### config.mk
export PLATFORM = sky130hd
export DESIGN_NAME = thruster_mix_and_refresh
export DESIGN_NICKNAME = d
export VERILOG_FILES = /design/src/design/tmr_pkg.sv /design/src/design/thruster_mix_and_refresh.sv /design/src/design/tmr_mix.sv
export SDC_FILE = /design/constraint.sdc
export NUM_CORES = 1
export LEC_CHECK = 0
export BUFFER_PORTS_ARGS = -buffer_cell sky130_fd_sc_hd__buf_2
export CORE_UTILIZATION = 45
export DETAILED_ROUTE_END_ITERATION = 8
export HOLD_SLACK_MARGIN = 0.12
export PLACE_DENSITY = 0.74
export SYNTH_ARGS = -nofsm -noshare
export SYNTH_HDL_FRONTEND = slang
export SYNTH_SLANG_ARGS = --single-unit
### constraint.sdc
create_clock -name clk -period 6 [get_ports clk]
set_input_delay 1.5 -clock clk [delete_from_list [all_inputs] [get_ports clk]]
set_output_delay 1.5 -clock clk [all_outputs]
set_load 0.005 [all_outputs]
### src/design/tmr_pkg.sv
// Shared types and constants for the thruster mixer with round-robin refresh.
// No dependencies; imported by tmr_mix and thruster_mix_and_refresh.
`default_nettype none

package tmr_pkg;

  localparam int MAX_ENGINES = 8;
  localparam int PTR_W       = $clog2(MAX_ENGINES);
  localparam int SRV_W       = $clog2(MAX_ENGINES + 1);
  localparam int ENG_IDX_W   = 3;
  localparam int SPEED_W     = 8;
  localparam int SETP_W      = 9;
  localparam int MIX_W       = SETP_W + 1;
  localparam int FUNC_W      = 3;
  localparam int PACE_W      = 16;
  localparam int EC_W        = 4;
  localparam int CFG_IDX_W   = 1;
  localparam int CFG_DATA_W  = 16;
  localparam int IN_DATA_W   = 16;
  localparam int OUT_DATA_W  = 16;

  localparam int MIN_SERVED    = 3;
  localparam int SPEED_LIMIT   = 255;
  localparam int EC_RESET      = 3;
  localparam int INTERVAL_RESET = 20;

  typedef enum logic [FUNC_W-1:0] {
    FUNC_TICK     = 3'd0,
    FUNC_VERTICAL = 3'd1,
    FUNC_MOVE     = 3'd2,
    FUNC_ROTATE   = 3'd3,
    FUNC_HALT     = 3'd4,
    FUNC_START    = 3'd5,
    FUNC_STOP     = 3'd6
  } func_t;

  typedef enum logic [CFG_IDX_W-1:0] {
    REG_ENGINE_COUNT     = 1'd0,
    REG_REVERSE_INTERVAL = 1'd1
  } cfg_reg_t;

  typedef enum logic {
    CMD_SPEED   = 1'b0,
    CMD_REVERSE = 1'b1
  } cmd_kind_t;

  typedef struct packed {
    logic                rev;
    logic [SPEED_W-1:0]  speed;
  } tgt_t;

  typedef tgt_t [MAX_ENGINES-1:0] tgt_arr_t;

  typedef struct packed {
    logic signed [SETP_W-1:0] vert;
    logic signed [SETP_W-1:0] move;
    logic signed [SETP_W-1:0] rot;
    logic                     halt;
    logic                     on;
  } setp_t;

  // An entry takes a mix result only when it lies within the speed range.
  function automatic tgt_t put_speed(input logic signed [MIX_W-1:0] s, input tgt_t cur);
    tgt_t res;
    res = cur;
    if (s >= -MIX_W'(SPEED_LIMIT) && s < 0) begin
      res.speed = SPEED_W'(-s);
      res.rev   = 1'b1;
    end else if (s >= 0 && s <= MIX_W'(SPEED_LIMIT)) begin
      res.speed = SPEED_W'(s);
      res.rev   = 1'b0;
    end
    return res;
  endfunction

endpackage

`default_nettype wire

### src/design/thruster_mix_and_refresh.sv
// Top level of the thruster mixer with round-robin command refresh.
// Depends on tmr_pkg and tmr_mix.
`default_nettype none

// The block accepts one transaction per clock cycle unless a tick is held in
// the input register. An accepted item goes into the input register, where
// setpoint updates and the remix of all engine targets are applied; a tick
// there produces one command for the output register, which drives out_tvalid.
// Only a full output register that is not being taken holds off a tick; other
// items never wait on the output side. Configuration is taken at any time but
// should be written only while the block is idle.
module thruster_mix_and_refresh
  import tmr_pkg::*;
(
  input  wire logic                    clk,
  input  wire logic                    rst_n,
  input  wire logic                    in_tvalid,
  output      logic                    in_tready,
  input  wire logic [IN_DATA_W-1:0]    in_tdata,   // value[8:0]
  input  wire logic [FUNC_W-1:0]       in_tuser,   // func[2:0]
  output      logic                    out_tvalid,
  input  wire logic                    out_tready,
  output      logic [OUT_DATA_W-1:0]   out_tdata,  // engine_index[2:0], cmd_value[10:3]
  output      logic                    out_tuser,  // cmd_kind[0]
  input  wire logic                    cfg_valid,
  output      logic                    cfg_ready,
  input  wire logic [CFG_IDX_W-1:0]    cfg_index,
  input  wire logic [CFG_DATA_W-1:0]   cfg_data
);

  logic                      s1_valid_r;
  logic [FUNC_W-1:0]         s1_func_r;
  logic signed [SETP_W-1:0]  s1_value_r;

  logic [EC_W-1:0]           engine_count_r;
  logic [PACE_W-1:0]         interval_r;
  setp_t                     setp_r, setp_nxt;
  tgt_arr_t                  tgt_r, tgt_nxt, tgt_mix;
  logic [PTR_W-1:0]          ptr_r, ptr_nxt;
  logic [PACE_W-1:0]         pace_r, pace_nxt;

  logic                      out_valid_r;
  cmd_kind_t                 out_kind_r, out_kind_nxt;
  logic [ENG_IDX_W-1:0]      out_eng_r;
  logic [SPEED_W-1:0]        out_value_r, out_value_nxt;

  logic [SRV_W-1:0]          served;
  logic [PTR_W:0]            ptr_inc;
  logic [PACE_W-1:0]         pace_inc;
  logic                      is_tick;
  logic                      do_remix;
  logic                      out_free;
  logic                      proc;

  always_comb begin
    if (EC_W'(engine_count_r) < EC_W'(MIN_SERVED)) begin
      served = SRV_W'(MIN_SERVED);
    end else if (32'(engine_count_r) > MAX_ENGINES) begin
      served = SRV_W'(MAX_ENGINES);
    end else begin
      served = SRV_W'(engine_count_r);
    end
  end

  assign is_tick   = (s1_func_r == FUNC_TICK);
  assign out_free  = !out_valid_r || out_tready;
  assign proc      = s1_valid_r && (!is_tick || out_free);
  assign in_tready = !s1_valid_r || proc;
  assign cfg_ready = 1'b1;

  always_comb begin
    setp_nxt = setp_r;
    do_remix = 1'b1;
    unique case (s1_func_r)
      FUNC_VERTICAL: setp_nxt.vert = s1_value_r;
      FUNC_MOVE:     setp_nxt.move = s1_value_r;
      FUNC_ROTATE:   setp_nxt.rot  = s1_value_r;
      FUNC_HALT:     setp_nxt.halt = s1_value_r[0];
      FUNC_START:    setp_nxt.on   = 1'b1;
      FUNC_STOP:     setp_nxt.on   = 1'b0;
      default:       do_remix      = 1'b0;
    endcase
  end

  tmr_mix u_mix (
    .setp    (setp_nxt),
    .served  (served),
    .tgt_cur (tgt_r),
    .tgt_mix (tgt_mix)
  );

  assign tgt_nxt = do_remix ? tgt_mix : tgt_r;

  always_comb begin
    if (ptr_r <= PTR_W'(1) && pace_r != '1) begin
      pace_inc = pace_r + PACE_W'(1);
    end else begin
      pace_inc = pace_r;
    end
    ptr_inc = {1'b0, ptr_r} + (PTR_W+1)'(1);
    if (32'(ptr_inc) >= 32'(served)) begin
      ptr_nxt = '0;
    end else begin
      ptr_nxt = ptr_inc[PTR_W-1:0];
    end
    if (pace_inc >= interval_r) begin
      pace_nxt      = '0;
      out_kind_nxt  = CMD_REVERSE;
      out_value_nxt = {{(SPEED_W-1){1'b0}}, tgt_r[ptr_nxt].rev};
    end else begin
      pace_nxt      = pace_inc;
      out_kind_nxt  = CMD_SPEED;
      out_value_nxt = tgt_r[ptr_nxt].speed;
    end
  end

  always_ff @(posedge clk) begin
    if (!rst_n) begin
      s1_valid_r     <= 1'b0;
      out_valid_r    <= 1'b0;
      engine_count_r <= EC_W'(EC_RESET);
      interval_r     <= PACE_W'(INTERVAL_RESET);
      setp_r         <= '{vert: '0, move: '0, rot: '0, halt: 1'b0, on: 1'b1};
      tgt_r          <= '0;
      ptr_r          <= '0;
      pace_r         <= '0;
    end else begin
      if (in_tready) begin
        s1_valid_r <= in_tvalid;
      end
      if (cfg_valid) begin
        unique case (cfg_index)
          REG_ENGINE_COUNT:     engine_count_r <= cfg_data[EC_W-1:0];
          REG_REVERSE_INTERVAL: interval_r     <= cfg_data[PACE_W-1:0];
          default: ;
        endcase
      end
      if (proc) begin
        setp_r <= setp_nxt;
        tgt_r  <= tgt_nxt;
        if (is_tick) begin
          ptr_r  <= ptr_nxt;
          pace_r <= pace_nxt;
        end
      end
      if (proc && is_tick) begin
        out_valid_r <= 1'b1;
      end else if (out_tready) begin
        out_valid_r <= 1'b0;
      end
    end
  end

  always_ff @(posedge clk) begin
    if (in_tready && in_tvalid) begin
      s1_func_r  <= in_tuser;
      s1_value_r <= in_tdata[SETP_W-1:0];
    end
    if (proc && is_tick) begin
      out_kind_r  <= out_kind_nxt;
      out_eng_r   <= ENG_IDX_W'(ptr_nxt);
      out_value_r <= out_value_nxt;
    end
  end

  assign out_tvalid = out_valid_r;
  assign out_tuser  = out_kind_r;
  assign out_tdata  = {(OUT_DATA_W-ENG_IDX_W-SPEED_W)'(0), out_value_r, out_eng_r};

endmodule

`default_nettype wire

### src/design/tmr_mix.sv
// Combinational remix of the per-engine speed and direction targets.
// Depends on tmr_pkg for the setpoint and target types.
`default_nettype none

module tmr_mix
  import tmr_pkg::*;
(
  input  wire setp_t              setp,
  input  wire logic [SRV_W-1:0]   served,
  input  wire tgt_arr_t           tgt_cur,
  output tgt_arr_t                tgt_mix
);

  logic signed [MIX_W-1:0] mv;
  logic signed [MIX_W-1:0] rt;
  logic signed [MIX_W-1:0] vt;

  assign mv = {setp.move[SETP_W-1], setp.move};
  assign rt = {setp.rot[SETP_W-1], setp.rot};
  assign vt = {setp.vert[SETP_W-1], setp.vert};

  always_comb begin
    tgt_mix    = tgt_cur;
    tgt_mix[0] = put_speed(vt, tgt_cur[0]);
    if (!setp.on) begin
      for (int i = 0; i < MAX_ENGINES; i++) begin
        if (SRV_W'(i) < served) begin
          tgt_mix[i] = '0;
        end
      end
    end else if (setp.halt) begin
      tgt_mix[1] = put_speed(rt, tgt_cur[1]);
      tgt_mix[2] = put_speed(-rt, tgt_cur[2]);
    end else if (!rt[MIX_W-1]) begin
      tgt_mix[1] = put_speed(mv - rt, tgt_cur[1]);
      tgt_mix[2] = put_speed(mv, tgt_cur[2]);
    end else begin
      tgt_mix[1] = put_speed(mv, tgt_cur[1]);
      tgt_mix[2] = put_speed(mv + rt, tgt_cur[2]);
    end
  end

endmodule

`default_nettype wire
==> flow_summary.yaml, run 1 <==
cells_and_area:
  fillers: 1920
  nNetsFinal: 1250
  diodes: 0
  syn_to_final_growth_pct: 10.4
  multi_input_area_um2: 5960
  drive_above_1_share_pct: 11.7
  register_area_um2: 2660
  design_area_um2: 10100
  final_core_util_pct: 51.4
flow_run:
  drv_cap: 0
routing:
  drtPass1Iterations: 8
  viasPerCell: 6.04
  vias: 8621
  avgRoutedWirePerCell_um: 17.6
  wirelength_um: 25100
  postRouteAntennaNets: 0
  drt-initial-drc-count: 705
  drc_errors: 0
floorplan:
  fp.coreArea_um2: 19700
  initial_core_util_pct: 46.5
  dieArea_um2: 20900
  die_x_um: 145
  num_io_pins: 61
  die_height_um: 145
  rows: 51
clocking:
  cts-buffers-inserted: 17
  clock_path_buffers: 2
  clk_pin_slew_ns: 0.06
  clock-sinks: 121
  cts-root-buf: "clkbuf_16"
  cts-hold-fix-buffers: 0
  cts_resized: 0
  tritoncts: "done"
  clock_latency_ns: 0.42
  cts_setup_buffers: 0
  htreeDepth: 4
placement:
  place.gp.congestion: 0.961
  port_buffers: 47
  place_area_um2: 9540
  dp_hpwl_um: 18600
synthesis:
  netlist.area_leader.share_pct: 21.2
  yosysTopAreaCell: "dfxtp_1"
  syn-cell-area_um2: 9140
  ys_warn_count: 0
  synth_edf_count: 24
  synthFlopType: "dfxtp_1"
  synth_common_cells: "104 x nand2_1, 97 x dfxtp_1, 97 x nor2_1"
  synthArstFlopShare_pct: 0
  synthCells: 1133
  synth.avg_cell_area_um2: 8.07
  yosys-top-cells-area: "dfxtp_1 21%, ha_1 7.9%, edfxtp_1 7.9%"
  yosys.cell_count.top_type: "nand2_1"
  yosysSeqAreaShare_pct: 29.1
  synth_seq_cells: 121
  synthDistinctLibCells: 92
timing:
  rsz0062_at_grt: "false"
  fin_tns_setup_ns: 0
  setup_violations: 0
  tightestPinTransition_ns: 1.04
  maxSlewViolCount: 0
  relSlewSlack_pct: 30.9
  period_needed_ns: 5.35
  hold_violations: 0
  post-route-period-util_pct: 89.2
  timing.fmax_mhz: 187
  skew_ns: 0.00940
power:
  irDropWorstVdd_v: 0.000293
  p_per_area_nw_per_um2: 268
  power_mw: 2.70
  p_leak_nw: 3.96
global_route:
  grt_max_degree: 59
  antenna_found_initial: 0
  grt_util_all_layers_pct: 24.8
  grt_pass1_wl_um: 40200
  grt-ovfl-total: 0
  grt_pass1_vias: 7779
critical_path:
  crit_path_start_kind: "flop"
  required_ns: 6.29
  critPathCaptureType: "flop"
  crit_arrival_ns: 5.65
  path_max_fanout: 17
  crit_type: "reg2reg"
  r2r_cells: 15
hold_path:
  min_path_type: "reg2reg"
  hold_path_depth: 2
outcome:
  status: "finished clean"
-- path summary, 6_finish.rpt --
kind | slack (ns) | start | end
max | 0.65 | s1_func_r[1] | tgt_r[9]
max reg2reg | 0.65 | s1_func_r[1] | tgt_r[9]
min reg2reg | 0.45 | tgt_r[17] | tgt_r[17]
min | 0.45 | tgt_r[17] | tgt_r[17]
-- registers in the layout, indices dropped and copies added (netlist names), 3 cells and up --
register        cells
out_value_r         8
interval_r         16
s1_func_r           3
setp_r             29
engine_count_r      4
ptr_r               3
s1_value_r          9
out_eng_r           3
tgt_r              27
pace_r             16
-- placed cells by master, fill, tap and decap left out, types with 41 or more instances in the layout --
cell type,count
nor2_1,97
xnor2_1,41
nand2_1,104
a21oi_1,93
buf_2,47
o21ai_0,44
nand3_1,41
dfxtp_1,97
inv_1,54
ha_1,58
-- per-layer routing --
layer | GRT usage [%] | wire length, µm
met3 | 5.07 | 1870
met1 | 34.0 | 11500
met4 | 9.31 | 588
met2 | 38.2 | 11200
met5 | 0 | 0
-- critical path, stage by stage, from the launching register on --
cell	delay [ns]
edfxtp_1	0.62
nor3b_4	0.52
buf_4	0.28
mux2i_1	0.40
inv_1	0.16
ha_1	0.43
inv_1	0.08
a21oi_1	0.15
o221ai_1	0.22
a221oi_1	0.51
xnor2_1	0.27
nor4_1	0.13
or3_1	0.52
a211oi_4	0.63
mux2i_1	0.25
nor2_1	0.05
-- cell families (layout without fill, tap and decap cells) --
| logic type | count (synthesis) | in the layout | synth area share (%) |
|---|---|---|---|
| other cells | 2 | 6 | 0.0822 |
| buf+inv | 130 | 155 | 5.89 |
| mux | 47 | 47 | 5.78 |
| fa+ha+maj | 60 | 60 | 8.38 |
| compound gates | 328 | 328 | 24.5 |
| simple gates | 392 | 392 | 21.2 |
| flops | 121 | 121 | 29.1 |
| xor+xnor | 53 | 53 | 5.08 |
-- where the power goes --
group | switching [mW] | total, mW | leakage, nW | internal (mW)
sequential | 0.0507 | 0.924 | 1.02 | 0.874
clock | 0.392 | 0.956 | 0.274 | 0.564
combinational | 0.511 | 0.822 | 2.66 | 0.311
total | 0.954 | 2.70 | 3.96 | 1.75
-- area by class of cell --
| type | instances | area share, % |
|---|---|---|
| multi-input cells | 886 | 59.0 |
| flip-flops and latches | 121 | 26.4 |
| clock buffers | 20 | 4.62 |
| repair buffers | 65 | 3.67 |
| well taps | 265 | 3.28 |
| inverters | 58 | 2.16 |
| clock inverters | 12 | 0.880 |
-- metrics by stage --
stage	std cells	worst slack (ns)	hold WS [ns]
floorplan	1137	1.11	0.425
global placement	1395	0.824	0.437
detailed placement	1395	0.746	0.442
CTS	1427	0.708	0.450
global route	1427	0.303	0.462
finish	1427	0.648	0.450
(Power assumes the default switching activity.)
==> inputs of run 2 (changes only) <==
CELL_PAD_IN_SITES_DETAIL_PLACEMENT = 2   (was default)
CELL_PAD_IN_SITES_GLOBAL_PLACEMENT = 2   (was default)
CORE_UTILIZATION = 37   (was 45)
PLACE_DENSITY = 0.92   (was 0.74)
==> run 2 against run 1 <==
Setup slack worse by 0.39 ns. Critical path depth up 3. Global-route usage up 6.2 points. First-iteration DRC count down 13%. Flip-flop and latch count unchanged. Combinational power up 14%. Clock skew up 0.0049 ns. Final area up 1.9%. Total power up 9.7%. Clock power up 14%. Critical path type unchanged. Critical endpoint is now pace_r[2]. Largest cell class unchanged. Highest routed layer unchanged.
==> flow_summary.yaml, run 2 (synthesis results as in run 1) <==
outcome:
  status: "finished clean"
cells_and_area:
  design_area_um2: 10300
  mostFrequentLayoutCell: "nand2_1"
  layout_common_cells: "104 x nand2_1, 97 x dfxtp_1, 96 x nor2_1, 93 x a21oi_1, 58 x ha_1"
  nNetsFinal: 1257
  largest_reg_flops: 29
  reg.largest.list: "setp_r (29), tgt_r (27)"
  diodes: 0
  drive_above_1_share_pct: 12.5
  top_register: "setp_r"
  syn_to_final_growth_pct: 12.6
power:
  power_mw: 2.97
  p_per_area_nw_per_um2: 288
  p_leak_nw: 4.01
  irDropWorstVdd_v: 0.000220
clocking:
  clock_path_buffers: 2
  clock-sinks: 121
  cts-buffers-inserted: 17
  clock_latency_ns: 0.44
  tritoncts: "done"
  clk_pin_slew_ns: 0.07
  cts-root-buf: "clkbuf_16"
  htreeDepth: 4
routing:
  vias: 9397
  drt-initial-drc-count: 615
  postRouteAntennaNets: 0
  drc_errors: 0
  viasPerCell: 6.29
  avgRoutedWirePerCell_um: 26.4
  drtPass1Iterations: 7
  wirelength_um: 39400
global_route:
  grtUsageMet2_pct: 55.3
  grt-ovfl-total: 0
  grt_util_all_layers_pct: 31.1
  grt_max_degree: 59
  met3_usage_pct: 4.77
  top_usage_layer: "met2"
  grt_pass1_vias: 10300
  grt_util_met1_pct: 36.7
  antenna_found_initial: 0
  grt_pass1_wl_um: 61300
timing:
  maxSlewViolCount: 0
  period_needed_ns: 5.74
  fin_tns_setup_ns: 0
  skew_ns: 0.0143
  setup_violations: 0
  hold_violations: 0
  tightestPinTransition_ns: 1.14
  whs_ns: 0.482
  timing.fmax_mhz: 174
  fin_ws_ns: 0.262
  rsz0062_at_grt: "false"
  relSlewSlack_pct: 23.7
  post-route-period-util_pct: 95.6
floorplan:
  initial_core_util_pct: 37.7
  num_io_pins: 61
  die_x_um: 159
  die_height_um: 159
  dieArea_um2: 25300
  fp.coreArea_um2: 24200
  rows: 57
flow_run:
  drv_cap: 0
placement:
  dp_hpwl_um: 25800
  post-place-ws_ns: 0.485
  port_buffers: 47
  place_area_um2: 9660
  place.gp.congestion: 0.901
critical_path:
  r2r_setup_slack_ns: 0.26
  critPathCaptureType: "flop"
  path_max_fanout: 11
  crit_type: "reg2reg"
  crit_arrival_ns: 6.05
  required_ns: 6.31
  crit_path_start_kind: "flop"
hold_path:
  min_path_type: "reg2reg"
run 2: cell count changes in the layout (fill, tap and decap cells not counted), sizes merged:
cell      before  now
clkinv         6    7
clkinvlp       2    1
inv           62   61
bufinv         0    1
buf           65   72
run 2: worst paths after layout:
path                          to            from  cells past startpoint
setup / recovery       pace_r[2]       pace_r[6]                     18
hold reg to reg   interval_r[12]  interval_r[12]                      2
setup reg to reg       pace_r[2]       pace_r[6]                     18
hold / removal    interval_r[12]  interval_r[12]                      2
run 2: timing repair:
item,4_1_cts,5_1_grt
setup buffers,0,0
setup endpoints to repair,0,13
endpoints found under the hold margin,0,0
resized for setup,0,4
hold buffers,0,0
run 2: cell type report:
class	count	area, µm²
tap	324	405
clock buffer	20	479
sequential	121	2660
timing repair buffer	72	423
fill	2767	14000
clock inverter	12	128
multi-input combinational	886	5970
inverter	58	218
run 2: power by group:
| part | total, mW | internal, mW | switching, mW |
|---|---|---|---|
| clock | 1.09 | 0.631 | 0.462 |
| sequential | 0.936 | 0.873 | 0.0624 |
| combinational | 0.937 | 0.328 | 0.609 |
run 2: stage by stage:
step	std cells	utilization (%)
2_1_floorplan	1137	-
5_1_grt	1493	42.4
4_1_cts	1493	42.4
3_5_place_dp	1461	39.9
3_3_place_gp	1461	39.9
6_report	1493	42.4
run 2: worst max-delay path, cell delays in order, from the launching register on:
cell      delay [ns]
dfxtp_1         0.42
and4_1          0.29
nand4_1         0.18
nor2_1          0.15
a311oi_2        0.68
and3_1          0.37
nor2b_2         0.44
nand4_1         0.22
xnor2_1         0.19
ha_1            0.31
a21o_1          0.17
a21o_1          0.18
a21oi_1         0.15
nor2_1          0.06
a211oi_1        0.34
o21ai_1         0.31
or2_2           0.48
or3_1           0.34
a21oi_1         0.33
run 2: metal layers:
layer / part of all wire [%] / vias to the layer above / wire, µm
met4: 3.8 / 0 / 1490
met3: 4.7 / 105 / 1850
met1: 41 / 4775 / 16200
met2: 50 / 321 / 19900
li1: - / 4196 / -
met5: 0 / - / 0
